File: config.mk
export PLATFORM = sky130hd
export DESIGN_NAME = disk_load_unload_sequencer
export DESIGN_NICKNAME = d
export VERILOG_FILES = /design/src/design/dlus_pkg.sv /design/src/design/disk_load_unload_sequencer.sv
export SDC_FILE = /design/constraint.sdc
export NUM_CORES = 1
export LEC_CHECK = 0
export BUFFER_PORTS_ARGS = -buffer_cell sky130_fd_sc_hd__clkbuf_2
export CAP_MARGIN = 25
export CORE_UTILIZATION = 25
export CTS_BUF_LIST = sky130_fd_sc_hd__clkbuf_16
export CTS_CLUSTER_SIZE = 12
export DETAILED_ROUTE_END_ITERATION = 8
export HOLD_SLACK_MARGIN = 0.15
export PLACE_DENSITY = 0.44
export SLEW_MARGIN = 40
export SYNTH_ARGS = -nofsm -noshare
export SYNTH_HDL_FRONTEND = slang
export SYNTH_SLANG_ARGS = --single-unit
File: constraint.sdc
create_clock -name aclk -period 5.7 [get_ports aclk]
set_clock_uncertainty 0.2 [all_clocks]
set_input_delay 0.57 -clock aclk [delete_from_list [all_inputs] [get_ports aclk]]
set_output_delay 0.57 -clock aclk [all_outputs]
set_load 0.02 [all_outputs]
File: src/design/dlus_pkg.sv
`default_nettype none

package dlus_pkg;

    // Sequence states, numbered densely
    typedef enum logic [4:0] {
        ST_IDLE      = 5'd0,
        ST_CARD      = 5'd1,
        ST_MOUNT     = 5'd2,
        ST_OPEN      = 5'd3,
        ST_HEADER    = 5'd4,
        ST_CLOSEWAIT = 5'd5,
        ST_READ      = 5'd6,
        ST_FCLOSE    = 5'd7,
        ST_LOADED    = 5'd8,
        ST_WOPEN     = 5'd9,
        ST_WHEADER   = 5'd10,
        ST_WDATA     = 5'd11,
        ST_WCLOSE    = 5'd12,
        ST_OPENWAIT  = 5'd13,
        ST_LERR      = 5'd14,
        ST_LON       = 5'd15,
        ST_LOFF      = 5'd16,
        ST_QOPEN     = 5'd17,
        ST_UERR      = 5'd18,
        ST_UON       = 5'd19,
        ST_UOFF      = 5'd20,
        ST_QCLOSE    = 5'd21
    } state_t;

    // Message codes
    typedef enum logic [4:0] {
        MSG_NONE          = 5'd0,
        MSG_CARD_FOUND    = 5'd1,
        MSG_NO_CARD       = 5'd2,
        MSG_FS_STARTED    = 5'd3,
        MSG_OPEN_FAIL     = 5'd4,
        MSG_IMAGE_OPEN    = 5'd5,
        MSG_HDR_READ_FAIL = 5'd6,
        MSG_BAD_TYPE      = 5'd7,
        MSG_BAD_VERSION   = 5'd8,
        MSG_CLOSING_DOOR  = 5'd9,
        MSG_READING       = 5'd10,
        MSG_READ_FAIL     = 5'd11,
        MSG_READ_OK       = 5'd12,
        MSG_CLOSE_FAIL    = 5'd13,
        MSG_WOPEN_FAIL    = 5'd14,
        MSG_WOPEN_OK      = 5'd15,
        MSG_HDR_WR_FAIL   = 5'd16,
        MSG_WRITING       = 5'd17,
        MSG_WRITE_FAIL    = 5'd18,
        MSG_WCLOSE_FAIL   = 5'd19,
        MSG_OPENING_DOOR  = 5'd20,
        MSG_DOOR_OPEN     = 5'd21
    } msg_t;

    // Door actuator commands
    typedef enum logic [1:0] {
        CMD_NONE  = 2'd0,
        CMD_CLOSE = 2'd1,
        CMD_OPEN  = 2'd2
    } door_cmd_t;

    // Door status codes (anything else reads as moving)
    localparam logic [1:0] DOOR_OPEN   = 2'd1;
    localparam logic [1:0] DOOR_CLOSED = 2'd2;

    // Header check codes
    localparam logic [1:0] HDR_OK          = 2'd0;
    localparam logic [1:0] HDR_BAD_TYPE    = 2'd2;
    localparam logic [1:0] HDR_BAD_VERSION = 2'd3;

    // Configuration register indexes
    localparam logic [1:0] CFG_LOAD_ON    = 2'd0;
    localparam logic [1:0] CFG_LOAD_OFF   = 2'd1;
    localparam logic [1:0] CFG_UNLOAD_ON  = 2'd2;
    localparam logic [1:0] CFG_UNLOAD_OFF = 2'd3;

    // Configuration reset values
    localparam logic [7:0] LOAD_FLASH_TICKS   = 8'd7;
    localparam logic [7:0] UNLOAD_FLASH_TICKS = 8'd4;

endpackage

`default_nettype wire

File: src/design/disk_load_unload_sequencer.sv
// The result of an input transfer is registered and shows on m_tdata in the next cycle.
// Throughput: one tick per cycle while m_tready drains the result; the state update and result encode are one
// level of next-state logic plus an 8-bit countdown decrement.
// s_tready stays high while the result register is empty or being drained.
// Reset (aresetn low, synchronous): unloaded idle, lamps and marks cleared,
// countdown zero, flash times back to 7/7 (load) and 4/4 (unload) ticks.
`default_nettype none

module disk_load_unload_sequencer (
    input  wire logic        aclk,
    input  wire logic        aresetn,
    // configuration write port
    input  wire logic        cfg_wr_en,
    input  wire logic [1:0]  cfg_index,
    input  wire logic [7:0]  cfg_wdata,
    // input ticks
    input  wire logic        s_tvalid,
    output logic             s_tready,
    // run_switch[0], protect_switch[1], card_present[2], op_ok[3],
    // header_status[5:4], door_status[7:6]
    input  wire logic [7:0]  s_tdata,
    // results
    output logic             m_tvalid,
    input  wire logic        m_tready,
    // state_code[4:0], file_ready_flag[5], ready_lamp_on[6], fault_lamp_on[7],
    // load_lamp_on[8], card_led_on[9], door_command[11:10],
    // close_file_pulse[12], message_code[17:13], zero[23:18]
    output logic [23:0]      m_tdata
);

    // configuration registers
    logic [7:0] load_on_reg, load_off_reg, unload_on_reg, unload_off_reg;

    // sequencer state
    dlus_pkg::state_t state_reg, state_next;
    logic [7:0]       cnt_reg, cnt_next;
    logic             frm_reg, frm_next;
    logic             rdy_reg, rdy_next;
    logic             flt_reg, flt_next;
    logic             ld_reg, ld_next;
    logic             led_reg, led_next;

    // per-tick outputs
    dlus_pkg::door_cmd_t cmd;
    dlus_pkg::msg_t      msg;
    logic                pulse;

    // result register
    logic        m_valid_reg;
    logic [23:0] m_data_reg, m_data_next;

    // unpack input fields
    logic       run, prot, card, ok;
    logic [1:0] hdr, door;
    logic       accept;
    logic [7:0] cnt_dec;
    logic       cnt_expired;

    assign run  = s_tdata[0];
    assign prot = s_tdata[1];
    assign card = s_tdata[2];
    assign ok   = s_tdata[3];
    assign hdr  = s_tdata[5:4];
    assign door = s_tdata[7:6];

    assign s_tready    = !m_valid_reg || m_tready;
    assign accept      = s_tvalid && s_tready;
    assign cnt_dec     = cnt_reg - 8'd1;
    assign cnt_expired = (cnt_dec == 8'd0);

    // configuration writes
    always_ff @(posedge aclk) begin
        if (!aresetn) begin
            load_on_reg    <= dlus_pkg::LOAD_FLASH_TICKS;
            load_off_reg   <= dlus_pkg::LOAD_FLASH_TICKS;
            unload_on_reg  <= dlus_pkg::UNLOAD_FLASH_TICKS;
            unload_off_reg <= dlus_pkg::UNLOAD_FLASH_TICKS;
        end else if (cfg_wr_en) begin
            case (cfg_index)
                dlus_pkg::CFG_LOAD_ON:    load_on_reg    <= cfg_wdata;
                dlus_pkg::CFG_LOAD_OFF:   load_off_reg   <= cfg_wdata;
                dlus_pkg::CFG_UNLOAD_ON:  unload_on_reg  <= cfg_wdata;
                dlus_pkg::CFG_UNLOAD_OFF: unload_off_reg <= cfg_wdata;
                default: ;
            endcase
        end
    end

    // next state and flash countdown
    always_comb begin
        state_next = state_reg;
        cnt_next   = cnt_reg;
        case (state_reg)
            dlus_pkg::ST_IDLE: begin
                if (run) begin
                    state_next = prot ? dlus_pkg::ST_QCLOSE : dlus_pkg::ST_CARD;
                end
            end
            dlus_pkg::ST_CARD: begin
                state_next = card ? dlus_pkg::ST_MOUNT : dlus_pkg::ST_LERR;
            end
            dlus_pkg::ST_MOUNT: begin
                state_next = ok ? dlus_pkg::ST_OPEN : dlus_pkg::ST_LERR;
            end
            dlus_pkg::ST_OPEN: begin
                state_next = ok ? dlus_pkg::ST_HEADER : dlus_pkg::ST_LERR;
            end
            dlus_pkg::ST_HEADER: begin
                state_next = (hdr != dlus_pkg::HDR_OK) ? dlus_pkg::ST_LERR
                                                       : dlus_pkg::ST_CLOSEWAIT;
            end
            dlus_pkg::ST_CLOSEWAIT: begin
                if (door == dlus_pkg::DOOR_CLOSED) state_next = dlus_pkg::ST_READ;
            end
            dlus_pkg::ST_READ: begin
                state_next = ok ? dlus_pkg::ST_FCLOSE : dlus_pkg::ST_LERR;
            end
            dlus_pkg::ST_FCLOSE: begin
                state_next = ok ? dlus_pkg::ST_LOADED : dlus_pkg::ST_LERR;
            end
            dlus_pkg::ST_LOADED: begin
                if (!run) begin
                    state_next = prot ? dlus_pkg::ST_QOPEN : dlus_pkg::ST_WOPEN;
                end
            end
            dlus_pkg::ST_WOPEN: begin
                state_next = ok ? dlus_pkg::ST_WHEADER : dlus_pkg::ST_UERR;
            end
            dlus_pkg::ST_WHEADER: begin
                state_next = ok ? dlus_pkg::ST_WDATA : dlus_pkg::ST_UERR;
            end
            dlus_pkg::ST_WDATA: begin
                state_next = ok ? dlus_pkg::ST_WCLOSE : dlus_pkg::ST_UERR;
            end
            dlus_pkg::ST_WCLOSE: begin
                state_next = ok ? dlus_pkg::ST_OPENWAIT : dlus_pkg::ST_UERR;
            end
            dlus_pkg::ST_OPENWAIT: begin
                if (door == dlus_pkg::DOOR_OPEN) state_next = dlus_pkg::ST_IDLE;
            end
            dlus_pkg::ST_LERR: begin
                cnt_next   = load_on_reg;
                state_next = dlus_pkg::ST_LON;
            end
            dlus_pkg::ST_LON, dlus_pkg::ST_LOFF: begin
                // count down, swap phase on expiry; door-only move wins the state
                cnt_next = cnt_dec;
                if (cnt_expired) begin
                    if (state_reg == dlus_pkg::ST_LON) begin
                        cnt_next   = load_off_reg;
                        state_next = dlus_pkg::ST_LOFF;
                    end else begin
                        cnt_next   = load_on_reg;
                        state_next = dlus_pkg::ST_LON;
                    end
                end
                if (!run && prot) state_next = dlus_pkg::ST_QOPEN;
            end
            dlus_pkg::ST_QOPEN: begin
                if (door == dlus_pkg::DOOR_OPEN) state_next = dlus_pkg::ST_IDLE;
            end
            dlus_pkg::ST_UERR: begin
                cnt_next   = unload_on_reg;
                state_next = dlus_pkg::ST_UON;
            end
            dlus_pkg::ST_UON, dlus_pkg::ST_UOFF: begin
                cnt_next = cnt_dec;
                if (cnt_expired) begin
                    if (state_reg == dlus_pkg::ST_UON) begin
                        cnt_next   = unload_off_reg;
                        state_next = dlus_pkg::ST_UOFF;
                    end else begin
                        cnt_next   = unload_on_reg;
                        state_next = dlus_pkg::ST_UON;
                    end
                end
                if (run && prot) state_next = dlus_pkg::ST_QCLOSE;
            end
            dlus_pkg::ST_QCLOSE: begin
                if (door == dlus_pkg::DOOR_CLOSED) state_next = dlus_pkg::ST_LOADED;
            end
            default: ;
        endcase
    end

    // lamps, marks, door command, close pulse and message
    always_comb begin
        frm_next = frm_reg;
        rdy_next = rdy_reg;
        flt_next = flt_reg;
        ld_next  = ld_reg;
        led_next = led_reg;
        cmd      = dlus_pkg::CMD_NONE;
        pulse    = 1'b0;
        msg      = dlus_pkg::MSG_NONE;
        case (state_reg)
            dlus_pkg::ST_IDLE: begin
                led_next = 1'b0;
                if (run && prot) begin
                    cmd      = dlus_pkg::CMD_CLOSE;
                    frm_next = 1'b1;
                    rdy_next = 1'b1;
                    ld_next  = 1'b0;
                end
            end
            dlus_pkg::ST_CARD: begin
                led_next = 1'b1;
                msg = card ? dlus_pkg::MSG_CARD_FOUND : dlus_pkg::MSG_NO_CARD;
            end
            dlus_pkg::ST_MOUNT: begin
                if (ok) msg = dlus_pkg::MSG_FS_STARTED;
            end
            dlus_pkg::ST_OPEN: begin
                msg = ok ? dlus_pkg::MSG_IMAGE_OPEN : dlus_pkg::MSG_OPEN_FAIL;
            end
            dlus_pkg::ST_HEADER: begin
                if (hdr != dlus_pkg::HDR_OK) begin
                    pulse = 1'b1;
                    if (hdr == dlus_pkg::HDR_BAD_TYPE) begin
                        msg = dlus_pkg::MSG_BAD_TYPE;
                    end else if (hdr == dlus_pkg::HDR_BAD_VERSION) begin
                        msg = dlus_pkg::MSG_BAD_VERSION;
                    end else begin
                        msg = dlus_pkg::MSG_HDR_READ_FAIL;
                    end
                end else begin
                    ld_next = 1'b0;
                    cmd     = dlus_pkg::CMD_CLOSE;
                    msg     = dlus_pkg::MSG_CLOSING_DOOR;
                end
            end
            dlus_pkg::ST_CLOSEWAIT: begin
                if (door == dlus_pkg::DOOR_CLOSED) msg = dlus_pkg::MSG_READING;
            end
            dlus_pkg::ST_READ: begin
                if (ok) begin
                    msg = dlus_pkg::MSG_READ_OK;
                end else begin
                    pulse = 1'b1;
                    msg   = dlus_pkg::MSG_READ_FAIL;
                end
            end
            dlus_pkg::ST_FCLOSE: begin
                if (ok) begin
                    rdy_next = 1'b1;
                    frm_next = 1'b1;
                end else begin
                    msg = dlus_pkg::MSG_CLOSE_FAIL;
                end
            end
            dlus_pkg::ST_LOADED: begin
                led_next = 1'b1;
                if (!run && prot) begin
                    cmd      = dlus_pkg::CMD_OPEN;
                    frm_next = 1'b0;
                    rdy_next = 1'b0;
                    ld_next  = 1'b1;
                end
            end
            dlus_pkg::ST_WOPEN: begin
                if (ok) begin
                    rdy_next = 1'b0;
                    frm_next = 1'b0;
                    msg      = dlus_pkg::MSG_WOPEN_OK;
                end else begin
                    msg = dlus_pkg::MSG_WOPEN_FAIL;
                end
            end
            dlus_pkg::ST_WHEADER: begin
                if (ok) begin
                    msg = dlus_pkg::MSG_WRITING;
                end else begin
                    pulse = 1'b1;
                    msg   = dlus_pkg::MSG_HDR_WR_FAIL;
                end
            end
            dlus_pkg::ST_WDATA: begin
                if (!ok) begin
                    pulse = 1'b1;
                    msg   = dlus_pkg::MSG_WRITE_FAIL;
                end
            end
            dlus_pkg::ST_WCLOSE: begin
                if (ok) begin
                    msg = dlus_pkg::MSG_OPENING_DOOR;
                    cmd = dlus_pkg::CMD_OPEN;
                end else begin
                    msg = dlus_pkg::MSG_WCLOSE_FAIL;
                end
            end
            dlus_pkg::ST_OPENWAIT: begin
                led_next = 1'b0;
                if (door == dlus_pkg::DOOR_OPEN) begin
                    msg     = dlus_pkg::MSG_DOOR_OPEN;
                    ld_next = 1'b1;
                end
            end
            dlus_pkg::ST_LERR: begin
                led_next = 1'b0;
                flt_next = 1'b1;
            end
            dlus_pkg::ST_LON, dlus_pkg::ST_LOFF: begin
                if (cnt_expired) flt_next = (state_reg == dlus_pkg::ST_LOFF);
                if (!run && prot) begin
                    cmd      = dlus_pkg::CMD_OPEN;
                    flt_next = 1'b0;
                    frm_next = 1'b0;
                    rdy_next = 1'b0;
                    ld_next  = 1'b1;
                end
            end
            dlus_pkg::ST_UERR: begin
                flt_next = 1'b1;
            end
            dlus_pkg::ST_UON, dlus_pkg::ST_UOFF: begin
                if (cnt_expired) flt_next = (state_reg == dlus_pkg::ST_UOFF);
                if (run && prot) begin
                    cmd      = dlus_pkg::CMD_CLOSE;
                    flt_next = 1'b0;
                    frm_next = 1'b1;
                    rdy_next = 1'b1;
                    ld_next  = 1'b0;
                end
            end
            default: ;
        endcase
    end

    // pack the result
    assign m_data_next = {6'd0, msg, pulse, cmd, led_next, ld_next, flt_next,
                          rdy_next, frm_next, state_next};

    // advance state on each input transfer
    always_ff @(posedge aclk) begin
        if (!aresetn) begin
            state_reg <= dlus_pkg::ST_IDLE;
            cnt_reg   <= 8'd0;
            frm_reg   <= 1'b0;
            rdy_reg   <= 1'b0;
            flt_reg   <= 1'b0;
            ld_reg    <= 1'b0;
            led_reg   <= 1'b0;
        end else if (accept) begin
            state_reg <= state_next;
            cnt_reg   <= cnt_next;
            frm_reg   <= frm_next;
            rdy_reg   <= rdy_next;
            flt_reg   <= flt_next;
            ld_reg    <= ld_next;
            led_reg   <= led_next;
        end
    end

    // result register: load on input transfer, drop on output transfer
    always_ff @(posedge aclk) begin
        if (!aresetn) begin
            m_valid_reg <= 1'b0;
        end else if (accept) begin
            m_valid_reg <= 1'b1;
        end else if (m_tready) begin
            m_valid_reg <= 1'b0;
        end
    end

    always_ff @(posedge aclk) begin
        if (accept) m_data_reg <= m_data_next;
    end

    assign m_tvalid = m_valid_reg;
    assign m_tdata  = m_data_reg;

endmodule

`default_nettype wire
Word-level counts from Yosys, hierarchy flattened:

Cells that the tools add are included.
Widths: inputs -> output; s select.

* input port bits: 23
* bits in registers: 69

* multiplexer cells: 75
* equal/unequal tests: 28
* $add $sub $neg: 1
* reduce and logical (&&, ||, !) cells: 26

Operator list (count)
* $mux 5: 19
* $pmux 5 s19: 1
* $pmux 5 s12: 1
* $eq 5x4->1 const B: 8
* $mux 4: 9
* $mux 8: 4
* $pmux 8 s4: 1
* $eq 5x5->1 const B: 6
* $mux 1: 25
* $eq 5x3->1 const B: 4
* $mux 3: 4
* $pmux 1 s4: 3
* $reduce_or 3->1: 4
* $eq 2x2->1 const B: 5
* $eq 5x2->1 const B: 2
* $reduce_and 2->1: 5
* $reduce_or 2->1: 5
* $logic_not 8->1: 1
* $mux 2: 4
* $pmux 2 s4: 1
* $sub 8x1->8 const B: 1
* $eq 5x1->1 const B: 1
* $logic_not 5->1: 1
* $eq 2x1->1 const B: 2
* other kinds (8): 13

Depth between registers and ports, before layout:

Gate-level depths: netlist of the first run.

* word-level depth: 5
* depth in mapped cells: 11
* depth with buffers taken out: 9

Worst setup path before layout of the first run:

Ideal clock, no wire load.

* kind: register to register
* start point: register cnt_reg[0]
* end point: register m_data_reg[4], in the netlist m_tdata[4] (data pin)
* cell stages (with the launch flop): 10
* path slack: 3205 ps
* period minus slack after synthesis: 2495 ps
* buffers on the path: 1
* arrival: 2033 ps
* cells stage by stage: dfxtp_1 inv_1 ha_1 o21ai_0 nor4bb_1 nand3_1 buf_4 nand2_1 a21oi_1 or2_2

* word-level cells in the longest chain between the ends: 5
* elaborated cells on any way between the ends: 7
* those cells by class: add/sub: 1; mux: 5; reduce/logical: 1

Ends and longest elaborated chain
* start, declared: RTL line disk_load_unload_sequencer.sv:36 `logic [7:0] cnt_reg, cnt_next;`
* start signal, assigned: RTL line disk_load_unload_sequencer.sv:345 `cnt_reg <= cnt_next;`
* $sub 8x1->8 *: RTL line disk_load_unload_sequencer.sv:68 `assign cnt_dec = cnt_reg - 8'd1;`
* $logic_not 8->1 *: RTL line disk_load_unload_sequencer.sv:69 `assign cnt_expired = (cnt_dec == 8'd0);`
* $mux 5, on equally long branches: RTL line disk_load_unload_sequencer.sv:168, disk_load_unload_sequencer.sv:148
* $mux 5, on equally long branches: RTL line disk_load_unload_sequencer.sv:177, disk_load_unload_sequencer.sv:157
* $pmux 5 s19 *: RTL line disk_load_unload_sequencer.sv:93 `case (state_reg)`
* net state_next[4]: RTL line disk_load_unload_sequencer.sv:35 `dlus_pkg::state_t state_reg, state_next;`
* end signal, assigned: RTL line disk_load_unload_sequencer.sv:366 `if (accept) m_data_reg <= m_data_next;`
* end, declared: RTL line disk_load_unload_sequencer.sv:50 `logic [23:0] m_data_reg, m_data_next;`

Mark *: on every way through the listed nets, which the timed path passes. The rest lies on a longest branch.
A chain may end at the register's enable or synchronous reset.

Worst setup path after layout of the first run:

* start point: register state_reg[0]
* end point: register m_data_reg[0], in the netlist m_tdata[0] (data pin)

* word-level cells in the longest chain between the ends: 5
* elaborated cells on any way between the ends: 37
* those cells by class: eq/ne: 21; mux: 12; reduce/logical: 4

Ends and longest elaborated chain
* start, declared: RTL line disk_load_unload_sequencer.sv:35
* start signal, assigned: RTL line disk_load_unload_sequencer.sv:336 `state_reg <= dlus_pkg::ST_IDLE;`
* start signal, assigned: RTL line disk_load_unload_sequencer.sv:344 `state_reg <= state_next;`
* $eq 5x5->1 or $eq 5x4->1 (tied branches): RTL line disk_load_unload_sequencer.sv:93, disk_load_unload_sequencer.sv:169, disk_load_unload_sequencer.sv:149
* $mux 3 or $mux 5 (tied branches): RTL line disk_load_unload_sequencer.sv:169, disk_load_unload_sequencer.sv:149
* $mux 5, on equally long branches: RTL line disk_load_unload_sequencer.sv:168, disk_load_unload_sequencer.sv:148
* $mux 5, on equally long branches: RTL line disk_load_unload_sequencer.sv:177, disk_load_unload_sequencer.sv:157
* $pmux 5 s19 *: RTL line disk_load_unload_sequencer.sv:93
* net state_next[0]: RTL line disk_load_unload_sequencer.sv:35

Marks and branches as above.

==> impl_metrics.ini, run 1 <==
[route]
route.detailed.drc = 0
detail_route.wl_per_cell_um = 17.95
vias = 4250
drt.antenna.violating_nets = 0
routed_wirelength_mm = 14.27
viasPerCell = 5.346
dr.first_iter.drc_count = 379
drt-pass1-iter-count = 6

[die]
core_region_area_sq_um = 17360
floorplan.die.height_um = 135.7
boundaryPins = 49
chipWidth_um = 135.7
floorplan.rows = 48
die_footprint_sq_um = 18400
starting_density_of_the_core_pct = 25.73

[min_path]
min_delay_path_depth = 3
holdCritPathClass = in2reg

[layout]
sequential_cell_area_sq_um = 1562
number_of_flip_flops_in_the_largest_register = 18
antenna_cells_inserted = 0
final_stage_net_count = 592
fillers = 1885
postLayoutCoreUtil_pct = 29.34
fin_cells = 795
drive_gt1_share_pct = 14.21
stdcell_area_sq_um = 5092
area_growth_syn_to_layout_pct = 14.04
multi_input_comb_area_sq_um = 2665

[clock_network]
clock_tree.htree_level_count = 3
clkSinkCount = 69
cts-resized-gates = 0
worst_setup_hold_path_clk_slew_ps = 60
clock_latency_ps = 350
tritoncts_clock_tree = yes
cts_root_buf = sky130_fd_sc_hd__clkbuf_16
cts_inserted_buffers = 9
buffer_depth_of_the_longest_clock_path = 2
cts_post_setup_buffers_inserted = 0
number_of_hold_repair_buffers_added_at_the_cts_stage = 0

[timing]
timing.final.hold_violations = 0
worst-slew-pin-transition_ps = 768.2
timing.max_slew.rel_slack_pct = 48.79
report.final.setup_viol = 0
post-route-period-util_pct = 58.46
final-max-slew-violation-count = 0
setup_tns_ps = 0
max_freq_ghz = 0.3001
rsz0062_at_grt = false
fin_crit_ps = 3332

[power]
internal_power_uw = 965.1
seq_power_share_pct = 39.0
ir_worst_vdd_mv = 0.1504
switching_share_pct = 33.71
power_density_nw_per_um2 = 285.9
power.share.combinational_pct = 25.0
power.switching_uw = 490.7
power.leakage_uw = 0.001982
p_clk_share_pct = 36.0
p_total_uw = 1456

[global_routing]
global_route.usage.met2_pct = 26.42
grt_start_max_net_pins = 52
groute.usage.overall_pct = 16.41
top_usage_layer = met2
number_of_antenna_violations_at_the_first_check_in_global_routing = 0
grt_use_met3_pct = 3.666
grt-ovfl-total = 0
grt_pass1_wl_mm = 23.03
grt_pass1_vias = 4134
global_route.usage.met1_pct = 20.60

[critical_path]
timing.reg2reg.worst_path_depth = 7
arrival_worst_endpoint_ps = 3220
cp_slowest_stage_delay_ps = 810
crit_path_start_kind = register
timing.critical_path.required_ps = 5590
setup.worst_path.end_class = register
cells_along_the_critical_path = or2_2, mux2i_1, nand2_1, o221ai_1, nor4_1, o311a_1, a21oi_2
worst-path-max-fanout = 21
cpMaxStageDelayCell = sky130_fd_sc_hd__dfxtp_1
crit_type = reg2reg

[yosys]
synth_ff_type = sky130_fd_sc_hd__dfxtp_1
sequential_share_of_the_synthesized_area_pct = 34.97
synth-edff-count = 18
netlist_area_sq_um = 4466
synthArstFlopShare_pct = 0
flip_flop_and_latch_count_after_synthesis = 69
synthesis.area_per_instance_sq_um = 8.179
yosysUniqueCellTypes = 72
ys.warnings.count = 0
syn-instance-count = 546

[place]
placedInstanceArea_sq_um = 4816
place_hpwl_mm = 10.30
place.port_buffers = 42
dp.cells = 779
place.gp.congestion = 0.9077

[outcome]
run_status = finished, final reports clean

[job]
max_cap_viol_count = 0
==> Yosys cell counts (all sizes together) (12+ instances only) <==
cell type | instances | share of area [%]
a21oi | 37 | 4.4
nand3 | 14 | 1.6
a21boi | 21 | 3.5
nand2 | 83 | 7.0
nor2b | 18 | 2.5
nor3 | 15 | 1.7
buf | 18 | 2.6
clkbuf | 27 | 2.3
inv | 12 | 1.0
o21ai | 36 | 4.0
dfxtp | 51 | 23
mux2i | 34 | 7.6
nand2b | 12 | 1.7
nor2 | 25 | 2.2
edfxtp | 18 | 12
==> path summary, 6_finish.rpt <==
| kind | from | to | slack, ps |
|---|---|---|---|
| max reg2reg | state_reg[0]$_SDFFE_PN0P_ | m_tdata[0]$_DFFE_PP_ | 2370 |
| min | s_tvalid | m_tvalid$_SDFFE_PN0P_ | 260 |
| min reg2reg | unload_off_reg[3]$_SDFFE_PN0P_ | unload_off_reg[3]$_SDFFE_PN0P_ | 280 |
| max | state_reg[0]$_SDFFE_PN0P_ | m_tdata[0]$_DFFE_PP_ | 2370 |
==> placed cells by master, fill, tap and decap left out, drive strengths merged, types with 7 or more instances in the layout <==
cell type	n
nor3	15
clkbuf	51
nand3	14
o211ai	7
xnor2	7
a221oi	7
nand2b	12
mux2i	34
nor2b	18
inv	15
a21oi	37
a31oi	7
dfxtp	51
o21ai	36
nor2	25
nand2	83
edfxtp	18
a21boi	21
==> power by group through the flow <==
stage / registers (uW) / logic [uW] / clock network (uW)
after floorplan: 589 / 243 / 0
after global routing: 573 / 400 / 559
after CTS: 569 / 361 / 539
final: 568 / 364 / 524
after global placement: 580 / 360 / 0
after detailed placement: 580 / 359 / 0
==> worst max-delay path, delay by kind of cell (launching register included) <==
kind,cells,cell delay (ps)
DFF,1,810
and+or+nand+nor,3,1310
AOI/OAI and AO/OA,3,590
muxes,1,160
==> kinds of logic after synthesis <==
group | after synthesis | synth area share, %
simple gates | 200 | 22.42
compound gates | 170 | 25.95
flops | 69 | 34.97
buf+inv | 59 | 6.080
mux | 34 | 7.621
xor+xnor | 9 | 1.765
fa+ha+maj | 4 | 1.121
other cells | 1 | 0.08398
==> cell type report <==
type | instances | area share (%)
Clock inverter | 7 | 0.9582
Sequential cell | 69 | 30.66
Clock buffer | 9 | 4.423
Tap cell | 225 | 5.528
Multi-Input combinational cell | 423 | 52.33
Timing Repair Buffer | 48 | 5.061
Inverter | 14 | 1.032
==> per-stage QoR <==
| stage | worst slack, ps | hold WS [ps] |
|---|---|---|
| 5_1_grt | 2143 | 275.8 |
| 3_3_place_gp | 1991 | 256.5 |
| 4_1_cts | 2409 | 255.0 |
| 3_5_place_dp | 2423 | 272.6 |
| 6_report | 2368 | 261.2 |
| 2_1_floorplan | 3205 | 239.8 |
==> layer usage <==
metal	up-vias	share of wire, %
met4	0	3.0
li1	2037	-
met3	33	5.4
met5	-	0
met1	2031	45
met2	149	47
Note: power is estimated with default switching activity, not from simulation.
==> run 2, diff against run 1 <==
==> constraint.sdc (replaced) <==
create_clock -name aclk -period 3.5 [get_ports aclk]
set_clock_uncertainty 0.2 [all_clocks]
set_input_delay 0.35 -clock aclk [delete_from_list [all_inputs] [get_ports aclk]]
set_output_delay 0.35 -clock aclk [all_outputs]
set_load 0.02 [all_outputs]
==> impl_metrics.ini, run 2 (synthesized netlist as in run 1, its figures left out) <==
[timing]
rsz0062_at_grt = false
timing.max_slew.rel_slack_pct = 49.23
report.final.setup_viol = 0
fin_crit_ps = 3151
holdWs_ps = 164.7
timing.final.hold_violations = 0
fin_ws_ps = 349.3
post-route-period-util_pct = 90.02
final-max-slew-violation-count = 0
max_freq_ghz = 0.3174
setup_tns_ps = 0
worst-slew-pin-transition_ps = 760.0

[die]
boundaryPins = 49
chipWidth_um = 135.7
floorplan.die.height_um = 135.7
core_region_area_sq_um = 17360
floorplan.rows = 48
starting_density_of_the_core_pct = 25.73
die_footprint_sq_um = 18400

[critical_path]
cp_slowest_stage_delay_ps = 630
crit_type = reg2reg
timing.reg2reg.worst_path_depth = 8
setup.worst_path.end_class = register
cpMaxStageDelayCell = sky130_fd_sc_hd__nor4bb_1
timing.critical_path.required_ps = 3440
cells_along_the_critical_path = inv_1, ha_1, o21ai_0, nor4bb_1, nand3_2, mux2i_1, a21oi_1, nor3_1
crit_path_start_kind = register
path_delay_family = simple AND/OR/NAND/NOR gates
critical_path_depth = 8
crit_buf_inv = 1
worst-path-max-fanout = 12
endpoint = m_tdata[7]$_DFFE_PP_
crit-reg2reg-capture = m_tdata[7]$_DFFE_PP_
reg2reg_setup_slack_ps = 350
setup.worst_path.start = cnt_reg[0]$_SDFFE_PN0P_
arrival_worst_endpoint_ps = 3090
worstReg2RegStart = cnt_reg[0]$_SDFFE_PN0P_

[place]
place_worst_setup_slack_ps = 323.9
place.port_buffers = 42
dp.cells = 791
place_hpwl_mm = 10.12
place.gp.congestion = 0.8755

[clock_network]
cts_inserted_buffers = 9
worst_setup_hold_path_clk_slew_ps = 60
clock_latency_ps = 340
tritoncts_clock_tree = yes
cts_post_setup_buffers_inserted = 0
clkSinkCount = 69
cts_root_buf = sky130_fd_sc_hd__clkbuf_16
clock_tree.htree_level_count = 3
buffer_depth_of_the_longest_clock_path = 2

[layout]
commonest_non_fill_non_tap_cell_in_the_layout = sky130_fd_sc_hd__nand2_1
final_stage_net_count = 614
area_growth_syn_to_layout_pct = 18.80
layout.cells.most_common_list = sky130_fd_sc_hd__nand2_1 (82), sky130_fd_sc_hd__dfxtp_1 (51), sky130_fd_sc_hd__clkbuf_2 (41)
number_of_flip_flops_in_the_largest_register = 18
drive_gt1_share_pct = 15.54
antenna_cells_inserted = 0
fin_cells = 817

[global_routing]
grt_start_max_net_pins = 52
grt_pass1_wl_mm = 23.21
groute.usage.overall_pct = 16.45
grt_pass1_vias = 4195
number_of_antenna_violations_at_the_first_check_in_global_routing = 0
grt-ovfl-total = 0

[route]
drt.antenna.violating_nets = 0
route.detailed.drc = 0
drt-pass1-iter-count = 5
detail_route.wl_per_cell_um = 17.36
viasPerCell = 5.355
vias = 4375
dr.first_iter.drc_count = 374
routed_wirelength_mm = 14.18

[power]
ir_worst_vdd_mv = 0.2415
power_density_nw_per_um2 = 457.5
p_total_uw = 2427
power.leakage_uw = 0.002092

[job]
max_cap_viol_count = 0

[outcome]
run_status = finished, final reports clean

[min_path]
holdCritPathClass = in2reg
==> run 2: cell types whose count changed in the layout (fill, tap and decap cells not counted), moves of 2 or more <==
| cell | delta |
|---|---|
| sky130_fd_sc_hd__dlygate4sd3_1 | +10 |
| sky130_fd_sc_hd__buf_4 | +11 |
| sky130_fd_sc_hd__nor2_1 | +2 |
| sky130_fd_sc_hd__nor2_2 | -2 |
| sky130_fd_sc_hd__inv_8 | +2 |
==> run 2: how the worst min path moves through the flow <==
stage | slack, ps | endpoint | from | cells past startpoint
after global placement | 260 | frm_reg$_SDFFE_PN0P_ | frm_reg$_SDFFE_PN0P_ | 2
after floorplan | 240 | unload_off_reg[2]$_SDFFE_PN1P_ | unload_off_reg[2]$_SDFFE_PN1P_ | 2
after CTS | 150 | m_tdata[13]$_DFFE_PP_ | s_tdata[2] | 3
after global routing | 160 | m_tdata[13]$_DFFE_PP_ | s_tdata[2] | 3
after detailed placement | 260 | unload_off_reg[0]$_SDFFE_PN0P_ | unload_off_reg[0]$_SDFFE_PN0P_ | 2
final | 160 | m_tdata[13]$_DFFE_PP_ | s_tdata[2] | 3
==> run 2: per-stage QoR <==
stage          util [%]  instance area (sq um)
6_report          30.57                   5305
3_3_place_gp      28.26                   4905
3_5_place_dp      28.30                   4912
2_1_floorplan         -                   4484
4_1_cts           30.54                   5300
5_1_grt           30.57                   5305
==> run 2: repair_timing <==
item	4_1_cts	5_1_grt
setup endpoints to repair	0	1
hold buffers	10	0
gates resized for setup	0	1
hold endpoints to repair	32	0
==> run 2: where the power goes <==
part,leakage (uW),internal [uW],switching [uW]
clock,0.000141,497,389
combinational,0.00135,229,386
sequential,0.000597,883,42.7
==> run 2: layout make-up <==
type                    count  area, sq um
inverters                  14        52.55
clock inverters             7        62.56
well taps                 225        281.5
multi-input cells         423         2661
repair buffers             70        460.4
clock buffers               9        225.2
flip-flops and latches     69         1562
fillers                  1862        12050
==> run 2: tightest hold or removal path, cell delays in order <==
cell,delay (ps)
sky130_fd_sc_hd__clkbuf_2,120
sky130_fd_sc_hd__nand3_1,70
sky130_fd_sc_hd__nand2_1,60
==> run 2: metal layers <==
| layer | wire (um) | up-vias | track usage [%] |
|---|---|---|---|
| met2 | 6809 | 170 | 27.04 |
| met4 | 256 | 0 | 6.991 |
| met5 | 0 | - | 0 |
| met3 | 879 | 21 | 3.853 |
| li1 | - | 2086 | - |
| met1 | 6238 | 2098 | 20.43 |
==> run 3, diff against run 2 <==
--- a/config.mk
+++ b/config.mk
@@ -9,10 +9,12 @@
 export CAP_MARGIN = 25
 export CORE_UTILIZATION = 25
 export CTS_BUF_LIST = sky130_fd_sc_hd__clkbuf_16
+export CTS_CLUSTER_DIAMETER = 150
 export CTS_CLUSTER_SIZE = 12
 export DETAILED_ROUTE_END_ITERATION = 8
 export HOLD_SLACK_MARGIN = 0.15
 export PLACE_DENSITY = 0.44
+export RECOVER_POWER = 25
 export SLEW_MARGIN = 40
 export SYNTH_ARGS = -nofsm -noshare
 export SYNTH_HDL_FRONTEND = slang
==> impl_metrics.ini, run 3 (synthesized netlist as in run 1, its figures left out) <==
[layout]
number_of_flip_flops_in_the_largest_register = 18
fillers = 1868
fin_cells = 817
stdcell_area_sq_um = 5290
commonest_non_fill_non_tap_cell_in_the_layout = sky130_fd_sc_hd__nand2_1
layout.cells.most_common_list = sky130_fd_sc_hd__nand2_1 (82), sky130_fd_sc_hd__dfxtp_1 (51), sky130_fd_sc_hd__a21oi_1 (34), sky130_fd_sc_hd__o21ai_0 (34), sky130_fd_sc_hd__mux2i_1 (34)
drive_gt1_share_pct = 13.85
final_stage_net_count = 614
antenna_cells_inserted = 0
area_growth_syn_to_layout_pct = 18.46

[critical_path]
setup.worst_path.end_class = register
arrival_worst_endpoint_ps = 3090
crit_type = reg2reg
worst-path-max-fanout = 12
reg2reg_setup_slack_ps = 340
crit_path_start_kind = register
timing.critical_path.required_ps = 3440

[clock_network]
cts_inserted_buffers = 9
cts_root_buf = sky130_fd_sc_hd__clkbuf_16
clkSinkCount = 69
buffer_depth_of_the_longest_clock_path = 2
worst_setup_hold_path_clk_slew_ps = 60
clock_tree.htree_level_count = 3
clock_latency_ps = 350
cts_post_setup_buffers_inserted = 0
tritoncts_clock_tree = yes

[route]
vias = 4371
route.detailed.drc = 0
drt.antenna.violating_nets = 0
routed_wirelength_mm = 14.23
detail_route.wl_per_cell_um = 17.41
viasPerCell = 5.350
dr.first_iter.drc_count = 382
drt-pass1-iter-count = 5

[place]
place_worst_setup_slack_ps = 323.9
place_hpwl_mm = 10.12
placedInstanceArea_sq_um = 4912
place.port_buffers = 42
place.gp.congestion = 0.8755
dp.cells = 791

[timing]
setup_tns_ps = 0
post-route-period-util_pct = 90.14
rsz0062_at_grt = false
timing.max_slew.rel_slack_pct = 50.68
max_freq_ghz = 0.3170
fin_crit_ps = 3155
worst-slew-pin-transition_ps = 739.8
report.final.setup_viol = 0
final-max-slew-violation-count = 0
fin_ws_ps = 345.0
timing.final.hold_violations = 0

[power]
power.leakage_uw = 0.002061
power_density_nw_per_um2 = 459.2
ir_worst_vdd_mv = 0.2436

[global_routing]
number_of_antenna_violations_at_the_first_check_in_global_routing = 0
grt_pass1_vias = 4195
groute.usage.overall_pct = 16.45
grt-ovfl-total = 0
grt_pass1_wl_mm = 23.21
grt_start_max_net_pins = 52

[job]
max_cap_viol_count = 0

[die]
core_region_area_sq_um = 17360
floorplan.die.height_um = 135.7
die_footprint_sq_um = 18400
starting_density_of_the_core_pct = 25.73
chipWidth_um = 135.7
floorplan.rows = 48
boundaryPins = 49

[min_path]
holdCritPathClass = in2reg

[outcome]
run_status = finished, final reports clean
run 3: cell types whose count changed in the layout (fill, tap and decap cells not counted), sizes merged:
cell / previous run / this run
buf: 18 / 17
clkbuf: 51 / 52
run 3: metrics by stage:
step | total power (uW) | hold WS, ps | util [%]
finish | 2429 | 164.1 | 30.48
global route | 2558 | 156.6 | 30.48
CTS | 2448 | 152.2 | 30.54
detailed placement | 1543 | 259.9 | 28.30
global placement | 1544 | 260.3 | 28.26
floorplan | 1355 | 239.8 | -
run 3: path summary, 6_finish.rpt:
check,depth (start not counted),endpoint,from
setup / recovery,8,m_tdata[7]$_DFFE_PP_,cnt_reg[0]$_SDFFE_PN0P_
hold / removal,3,m_tdata[13]$_DFFE_PP_,s_tdata[2]
setup reg to reg,8,m_tdata[7]$_DFFE_PP_,cnt_reg[0]$_SDFFE_PN0P_
hold reg to reg,2,unload_off_reg[0]$_SDFFE_PN0P_,unload_off_reg[0]$_SDFFE_PN0P_
run 3: what timing repair did:
action / in CTS / in global routing
gates resized for setup: 0 / 1
hold buffers: 10 / 0
endpoints found under the setup margin: 0 / 1
hold endpoints to repair: 32 / 0
run 3: layer usage:
metal  track usage, %  part of all wire [%]  vias up
met1            20.43                    45     2108
met4            6.991                   2.1        0
met3            3.853                   5.8       24
met2            27.04                    47      156
li1                 -                     -     2083
met5                0                     0        -
run 3: power by group:
part	internal [uW]	switching, uW	total, uW
Sequential	883	43.0	926
Clock	497	393	890
Combinational	228	386	613
Total	1610	821	2430
run 3: area by class of cell:
class | count | area (sq um) | area share [%]
clock inverters | 7 | 62.56 | 1.183
repair buffers | 70 | 445.4 | 8.420
inverters | 14 | 52.55 | 0.9934
flip-flops and latches | 69 | 1562 | 29.52
well taps | 225 | 281.5 | 5.322
multi-input cells | 423 | 2661 | 50.31
clock buffers | 9 | 225.2 | 4.257
run 3: worst max-delay path, cell delays in order (launching register included):
cell and delay, ps:
sky130_fd_sc_hd__dfxtp_1 420, sky130_fd_sc_hd__inv_1 130, sky130_fd_sc_hd__ha_1 310, sky130_fd_sc_hd__o21ai_0 100, sky130_fd_sc_hd__nor4bb_1 630, sky130_fd_sc_hd__nand3_2 430, sky130_fd_sc_hd__mux2i_1 350, sky130_fd_sc_hd__a21oi_1 80
sky130_fd_sc_hd__nor3_1 290
